### config.mk
export PLATFORM = sky130hd
export DESIGN_NAME = utf8_stream_validator_top
export DESIGN_NICKNAME = d
export VERILOG_FILES = /design/src/rtl/core/u8sv_pkg.sv /design/src/rtl/core/u8sv_step.sv /design/src/rtl/core/utf8_stream_validator_top.sv
export SDC_FILE = /design/constraint.sdc
export NUM_CORES = 1
export LEC_CHECK = 0
export ABC_AREA = 1
export ABC_CLOCK_PERIOD_IN_PS = 2300
export CAP_MARGIN = 10
export CORE_ASPECT_RATIO = 1.4
export CORE_MARGIN = 2
export CORE_UTILIZATION = 60
export DETAILED_ROUTE_END_ITERATION = 10
export DONT_BUFFER_PORTS = 1
export PLACE_DENSITY = 0.86
export SLEW_MARGIN = 15
export SYNTH_ARGS = -nofsm -noshare
export SYNTH_HDL_FRONTEND = slang
export SYNTH_SLANG_ARGS = --single-unit
### constraint.sdc
create_clock -name clk -period 2.3 [get_ports clk]
set_clock_uncertainty 0.15 [all_clocks]
set_input_delay 0.23 -clock clk [delete_from_list [all_inputs] [get_ports clk]]
set_output_delay 0.23 -clock clk [all_outputs]
set_load 0.02 [all_outputs]
### src/rtl/core/u8sv_pkg.sv
`timescale 1ns / 1ps
`default_nettype none
// ----------------------------------------------------------------------------
// u8sv_pkg
// Types and constants shared by the UTF-8 stream validator.
// ----------------------------------------------------------------------------
package u8sv_pkg;

  typedef struct packed {
    logic       has_byte;
    logic [7:0] data_byte;
    logic       is_last;
  } u8sv_req_t;

  typedef struct packed {
    logic body_done;
    logic body_valid;
  } u8sv_rsp_t;

  typedef enum logic [2:0] {
    CLS_NORMAL = 3'd0,
    CLS_E0     = 3'd1,
    CLS_ED     = 3'd2,
    CLS_F0     = 3'd3,
    CLS_F4     = 3'd4
  } u8sv_cls_t;

  typedef struct packed {
    logic [1:0] bytes_pending;
    logic       awaiting_second;
    u8sv_cls_t  second_range_class;
    logic       error_seen;
  } u8sv_state_t;

  localparam logic [7:0] BYTE_NUL      = 8'h00;
  localparam logic [7:0] LEAD2_MIN     = 8'hc2;
  localparam logic [7:0] LEAD3_E0      = 8'he0;
  localparam logic [7:0] LEAD3_ED      = 8'hed;
  localparam logic [7:0] LEAD4_F0      = 8'hf0;
  localparam logic [7:0] LEAD4_MAX     = 8'hf4;
  localparam logic [7:0] MASK_LEAD2    = 8'he0;
  localparam logic [7:0] MASK_LEAD3    = 8'hf0;
  localparam logic [7:0] MASK_LEAD4    = 8'hf8;
  localparam logic [7:0] MASK_CONT     = 8'hc0;
  localparam logic [7:0] PAT_LEAD2     = 8'hc0;
  localparam logic [7:0] PAT_LEAD3     = 8'he0;
  localparam logic [7:0] PAT_LEAD4     = 8'hf0;
  localparam logic [7:0] PAT_CONT      = 8'h80;
  localparam logic [7:0] CONT_MIN      = 8'h80;
  localparam logic [7:0] CONT_MAX      = 8'hbf;
  localparam logic [7:0] AFTER_E0_MIN  = 8'ha0;
  localparam logic [7:0] AFTER_ED_MAX  = 8'h9f;
  localparam logic [7:0] AFTER_F0_MIN  = 8'h90;
  localparam logic [7:0] AFTER_F4_MAX  = 8'h8f;

endpackage
`default_nettype wire

### src/rtl/core/u8sv_step.sv
`timescale 1ns / 1ps
`default_nettype none
// ----------------------------------------------------------------------------
// u8sv_step
// Per-word decode: next validator state and the verdict for one word.
// ----------------------------------------------------------------------------
module u8sv_step import u8sv_pkg::*; (
  input  wire u8sv_state_t st,
  input  wire u8sv_req_t   req,
  output u8sv_state_t      st_next,
  output u8sv_rsp_t        rsp
);

  logic [7:0]  b;
  logic [7:0]  lo;
  logic [7:0]  hi;
  logic        ok;
  u8sv_state_t upd;

  assign b = req.data_byte;

  always_comb begin
    lo = CONT_MIN;
    hi = CONT_MAX;
    case (st.second_range_class)
      CLS_E0:  lo = AFTER_E0_MIN;
      CLS_ED:  hi = AFTER_ED_MAX;
      CLS_F0:  lo = AFTER_F0_MIN;
      CLS_F4:  hi = AFTER_F4_MAX;
      default: ;
    endcase
  end

  always_comb begin
    upd = st;
    ok  = 1'b1;
    if (req.has_byte && !st.error_seen) begin
      if (st.bytes_pending == 2'd0) begin
        if (b == BYTE_NUL) begin
          ok = 1'b0;
        end else if (b[7]) begin
          upd.awaiting_second    = 1'b1;
          upd.second_range_class = CLS_NORMAL;
          if ((b & MASK_LEAD2) == PAT_LEAD2) begin
            ok                = (b >= LEAD2_MIN);
            upd.bytes_pending = 2'd1;
          end else if ((b & MASK_LEAD3) == PAT_LEAD3) begin
            upd.bytes_pending = 2'd2;
            if (b == LEAD3_E0) begin
              upd.second_range_class = CLS_E0;
            end else if (b == LEAD3_ED) begin
              upd.second_range_class = CLS_ED;
            end
          end else if ((b & MASK_LEAD4) == PAT_LEAD4) begin
            ok                = (b <= LEAD4_MAX);
            upd.bytes_pending = 2'd3;
            if (b == LEAD4_F0) begin
              upd.second_range_class = CLS_F0;
            end else if (b == LEAD4_MAX) begin
              upd.second_range_class = CLS_F4;
            end
          end else begin
            ok = 1'b0;
          end
        end
      end else begin
        if (st.awaiting_second) begin
          ok = (b >= lo) && (b <= hi);
        end else begin
          ok = ((b & MASK_CONT) == PAT_CONT);
        end
        upd.bytes_pending      = st.bytes_pending - 2'd1;
        upd.awaiting_second    = 1'b0;
        upd.second_range_class = CLS_NORMAL;
      end
      if (!ok) begin
        upd                    = '0;
        upd.second_range_class = CLS_NORMAL;
        upd.error_seen         = 1'b1;
      end
    end
  end

  always_comb begin
    rsp.body_done = req.is_last;
    if (req.is_last) begin
      rsp.body_valid         = !upd.error_seen && (upd.bytes_pending == 2'd0);
      st_next                = '0;
      st_next.second_range_class = CLS_NORMAL;
    end else begin
      rsp.body_valid = !upd.error_seen;
      st_next        = upd;
    end
  end

endmodule
`default_nettype wire

### src/rtl/core/utf8_stream_validator_top.sv
`timescale 1ns / 1ps
`default_nettype none
// ----------------------------------------------------------------------------
// utf8_stream_validator_top
// Strict UTF-8 checker, one body byte per word, sticky error per body.
// ----------------------------------------------------------------------------
// Path: an accepted word waits in the input register, then loads into the
//   result register when that register is free or being read.
// Throughput: one word per cycle while rsp_ready stays high; the decode
//   state updates as a word moves from the input to the result register.
// Reset: rst clears both register valids and the decode state.
module utf8_stream_validator_top import u8sv_pkg::*; (
  input  wire logic      clk,
  input  wire logic      rst,
  input  wire logic      req_valid,
  output logic           req_ready,
  input  wire u8sv_req_t req_data,
  output logic           rsp_valid,
  input  wire logic      rsp_ready,
  output u8sv_rsp_t      rsp_data
);

  u8sv_req_t   req_q;
  logic        req_q_valid;
  u8sv_state_t st;
  u8sv_state_t st_next;
  u8sv_rsp_t   rsp_next;
  logic        rsp_load;

  assign rsp_load  = req_q_valid && (!rsp_valid || rsp_ready);
  assign req_ready = !req_q_valid || rsp_load;

  u8sv_step u_step (
    .st      (st),
    .req     (req_q),
    .st_next (st_next),
    .rsp     (rsp_next)
  );

  always_ff @(posedge clk) begin
    if (rst) begin
      req_q_valid <= 1'b0;
    end else if (req_ready) begin
      req_q_valid <= req_valid;
    end
  end

  always_ff @(posedge clk) begin
    if (req_ready && req_valid) begin
      req_q <= req_data;
    end
  end

  always_ff @(posedge clk) begin
    if (rst) begin
      st <= '0;
    end else if (rsp_load) begin
      st <= st_next;
    end
  end

  always_ff @(posedge clk) begin
    if (rst) begin
      rsp_valid <= 1'b0;
    end else if (rsp_load) begin
      rsp_valid <= 1'b1;
    end else if (rsp_ready) begin
      rsp_valid <= 1'b0;
    end
  end

  always_ff @(posedge clk) begin
    if (rsp_load) begin
      rsp_data <= rsp_next;
    end
  end

  a_clear_at_end: assert property (@(posedge clk) disable iff (rst)
    rsp_load && req_q.is_last |=> (st == '0))
    else $error("state not cleared after final word");

  a_ready_only_when_full: assert property (@(posedge clk) disable iff (rst)
    !req_ready |-> (req_q_valid && rsp_valid))
    else $error("request stalled with free space");

  a_running_verdict: assert property (@(posedge clk) disable iff (rst)
    rsp_valid && !rsp_data.body_done |-> (rsp_data.body_valid == !st.error_seen))
    else $error("running verdict disagrees with error flag");

  a_second_pending: assert property (@(posedge clk) disable iff (rst)
    st.awaiting_second |-> (st.bytes_pending != 2'd0) && !st.error_seen)
    else $error("second byte expected with nothing pending");

endmodule
`default_nettype wire

# == Word-level counts from Yosys, hierarchy flattened ==
# Cells that the tools add are included.
# totals
output_inout_bits,4
romBits,0
latchBits,0
regBits,21
ram_bits,0
memories,0
# classes
div,0
n_reduce_logical,17
n_lt_le_gt_ge,4
bitwise_logic,0
mul,0
n_eq_ne,14
shift,0
addsub,1
muxes,29
# op_table
operator,n
"8-bit equality test, second input constant",4
6-bit case mux with 2 select lines,2
7-bit 2-to-1 mux,3
3-bit 2-to-1 mux,6
6-bit 2-to-1 mux,3
1-bit 2-to-1 mux,11
8-bit greater-or-equal comparator,1
"8-bit greater-or-equal comparator, second input constant",1
8-bit <= comparator,1
"8-bit <= comparator, second input constant",1
8-bit logical NOT,1
2-bit 2-to-1 mux,4
"4-bit != test, second input constant",2
"3-bit by 2-bit equality test with 1-bit output, second input constant",2
"3-bit equality test, second input constant",2
"5-bit equality test, second input constant",1
1-bit logical AND,5
"4-bit equality test, second input constant",1
1-bit logical NOT,4
2-bit logical NOT,2
4-bit AND reduction,1
2-bit nonzero test,2
"3-bit by 1-bit equality test with 1-bit output, second input constant",1
"2-bit equality test, second input constant",1
other kinds (2),3

# == Depth between registers and ports, before layout ==
# depth
depth_word,14
mapped_depth,16
depth_no_buf,16

# == Cells and area by module ==
# A second synthesis with hierarchy kept.
# hier_totals
hier_cells,180
hier_area_um2,1375.1
# by_module_without_submodules
mod,cells_each,area_per_inst_um2,n_inst
utf8_stream_validator_top,70,778.2,1
u8sv_step,110,596.8,1

# == Least setup slack after synthesis ==
# Ideal clock, no wire load.
# synth_timing
kind,register -> register
from,"reg, netlist name st[2]"
to,reg rsp_data[0] (netlist bit) (data pin)
n_path_buf,0
setup_time_ps,259
arrival_ps,1425
required_time_ps,1891
synth_period_minus_slack_ps,1834
path_stages_with_launch,16
slack_ps,466
cell_sequence,dfxtp_1 inv_1 nand2_1 a21oi_1 ha_1 inv_1 nor2_1 nand2_1 nand2_1 nand2_1 nand2_1 nand2_1 nand2_4 a21oi_1 nand2_1 a21oi_1
# synth_lines
element,line_no,source
"end signal, assigned",utf8_stream_validator_top.sv:74,rsp_data <= rsp_next;
"end, declared",utf8_stream_validator_top.sv:20,output u8sv_rsp_t rsp_data

==> out/metrics.yaml <==
global_route:
  first_global_vias: 1073
  grt-ovfl-total: 0
  grt_pass1_wl_um: 4390
  antenna_found_initial: 0
  grt_max_degree: 13
  track_usage_pct: 24.0
detailed_routing:
  vias_per_cell: 5.52
  drc: 0
  wl_um: 2620
  antenna_left: 0
  wl_met3_um: 108
  met1_length_um: 1070
  wl_per_cell_um: 13.1
  dr.pass1.iters: 5
  met2_length_um: 1370
  maxUsedRoutingLayer: "met4"
  route.vias.total: 1103
  drt_iter0_markers: 49
yosys:
  synth_top_family_by_area: "simple AND/OR/NAND/NOR gates"
  ys_warn_count: 0
  synth-edff-count: 12
  synth-simple-area-share_pct: 32.0
  synthAdderAreaFrac_pct: 4.21
  synthXorXnorAreaFrac_pct: 0
  async_reset_ff_share_pct: 0
  syn_nets: 180
  synth_cell_types: 20
  syn_avg_cell_area_um2: 7.35
  synth-main-ff-cell: "edfxtp_1"
  synth_seq_cells: 21
  synth_compound_area_share_pct: 9.88
  syn-instance-count: 162
  yosysSeqAreaShare_pct: 45.4
  synthMuxAreaShare_pct: 0
  synth_area_um2: 1190
sta:
  fin_ws_ps: 277
  min_period_ps: 2020
  fmax_mhz: 494
  max_slew_margin_pct: 76.0
  setup-tns-final_ps: 0
  hold_viol: 0
  post-route-period-util_pct: 88.0
  rsz0062_at_grt: "no"
  worst_slew_pin_slew_ps: 359
  drv_slew: 0
  setup_viol: 0
setup_path:
  arrival_ps: 1940
  cp_top_family: "simple AND/OR/NAND/NOR gates"
  end_kind: "flop"
  max_stage_delay_ps: 410
  required_ps: 2220
  cp_slowest_cell: "dfxtp_1"
  crit_chain: "inv_1 > nand2_1 > a21oi_1 > ha_1 > inv_1 > nor2_1 > nand2_1 > nand2_1 > nand2_1 > nand2_1 > nand2_1 > nand2_4 > a21oi_1 > nand2_1 > a21oi_1"
  path_depth: 15
  path_class: "flop to flop"
  critPathLaunchType: "flop"
  path_max_fanout: 7
  cpMostUsedCell: "nand2_1"
  crit_buf_inv: 2
  r2r_cells: 15
die:
  die_area_um2: 2360
  floorplan.initialDensity_pct: 61.8
  core-area_um2: 1930
  die_h_um: 56.7
  io_pins: 18
  rows: 19
  die_w_um: 41.6
clocking:
  cts_tree: "done"
  clkTransAtPathRegs_ps: 120
  cts_buffers: 3
  cts.sinks: 21
  postCtsSetupBuffers: 0
  clk_latency_ps: 300
  cts_max_path_buffers: 2
  ctsResizeCount: 0
  htree_levels: 1
  root_buffer: "clkbuf_4"
placement:
  dpl.hpwl_um: 1720
  globalplace.congestion: 0.901
  placed_area_um2: 1220
  dp_cells: 183
  io_buffer_count: 0
  dpl_worst_slack_ps: 307
final_layout:
  stdcell_count: 200
  final_cell_mix: "nand2_1 (46), inv_1 (23), nor2_1 (23)"
  stdcell_area_um2: 1370
  drive_gt1_share_pct: 7.82
  syn_to_final_growth_pct: 15.5
  num_antenna_cells: 0
  layout_commonest_cell: "nand2_1"
  nNetsFinal: 198
job:
  drv_cap: 0
status:
  status: "completed"
power:
  power.leakage_nw: 0.621
  ir_worst_vdd_uv: 435
  p_total_uw: 705
  power_density_nw_per_um2: 514
min_path:
  hold_path_class: "input pin to flop"
  min_path_cells: 2
## sequential cells by signal (all words and copies together) (netlist names)
register	flops
req_q	10
st	7
rsp_data	2
req_q_valid	1
rsp_valid	1
## routing by layer
layer	up-vias	track usage, %
met1	493	27.3
met2	43	45.1
met5	-	0
met4	0	7.37
li1	556	-
met3	11	3.22
## final cells by class
| class | count | area (um2) |
|---|---|---|
| clock buffers | 3 | 22.5 |
| clock inverters | 1 | 5.00 |
| fillers | 139 | 552 |
| inverters | 27 | 101 |
| multi-input cells | 114 | 548 |
| flip-flops and latches | 21 | 541 |
| well taps | 21 | 26.3 |
| repair buffers | 13 | 130 |
## worst paths after layout
kind	slack [ps]	from	to
max	280	st[2]$_SDFFE_PP0P_	rsp_data[0]$_DFFE_PP_
min	240	req_valid	req_q[0]$_DFFE_PP_
max reg2reg	280	st[2]$_SDFFE_PP0P_	rsp_data[0]$_DFFE_PP_
min reg2reg	380	st[3]$_SDFFE_PP0P_	st[3]$_SDFFE_PP0P_
## synthesized netlist by cell type, drive strengths merged, types with 3 or more instances
master,instances,area (um2)
nand4,3,18.8
o21ai,5,25.0
dfxtp,9,180
inv,27,101
nand3,8,45.0
nor2,25,98.8
edfxtp,12,360
nor3,4,20.0
ha,4,50.1
nand2,48,190
a21oi,14,73.8
## per-stage QoR
stage	utilization [%]	hold WS [ps]
after floorplan	-	149
after global placement	63.2	151
after detailed placement	63.2	154
after CTS	71.3	205
after global routing	71.3	283
final	71.3	244
## what timing repair did
action,in CTS,in global routing
endpoints found under the setup margin,0,0
hold buffers,13,0
hold endpoints to repair,19,0
## worst register-to-register path, cell delays in order, from the launching register on
cell and delay [ps]:
dfxtp_1 410, inv_1 70, nand2_1 70, a21oi_1 70
ha_1 290, inv_1 40, nor2_1 90, nand2_1 60
nand2_1 70, nand2_1 60, nand2_1 50, nand2_1 70
nand2_4 100, a21oi_1 70, nand2_1 70, a21oi_1 50
## logic make-up (layout without fill, tap and decap cells)
| logic type | count (synthesis) | in the layout |
|---|---|---|
| and+or+nand+nor | 89 | 89 |
| DFF | 21 | 21 |
| adders and majority gates | 4 | 4 |
| AOI/OAI and AO/OA | 21 | 21 |
| buffers and inverters | 27 | 44 |
## report_power, final
| part | total (mW) | switching, mW | internal, mW |
|---|---|---|---|
| clock | 0.178 | 0.113 | 0.0649 |
| sequential | 0.435 | 0.0189 | 0.416 |
| combinational | 0.0932 | 0.0552 | 0.0380 |
| total | 0.705 | 0.187 | 0.519 |
(Power assumes the default switching activity.)
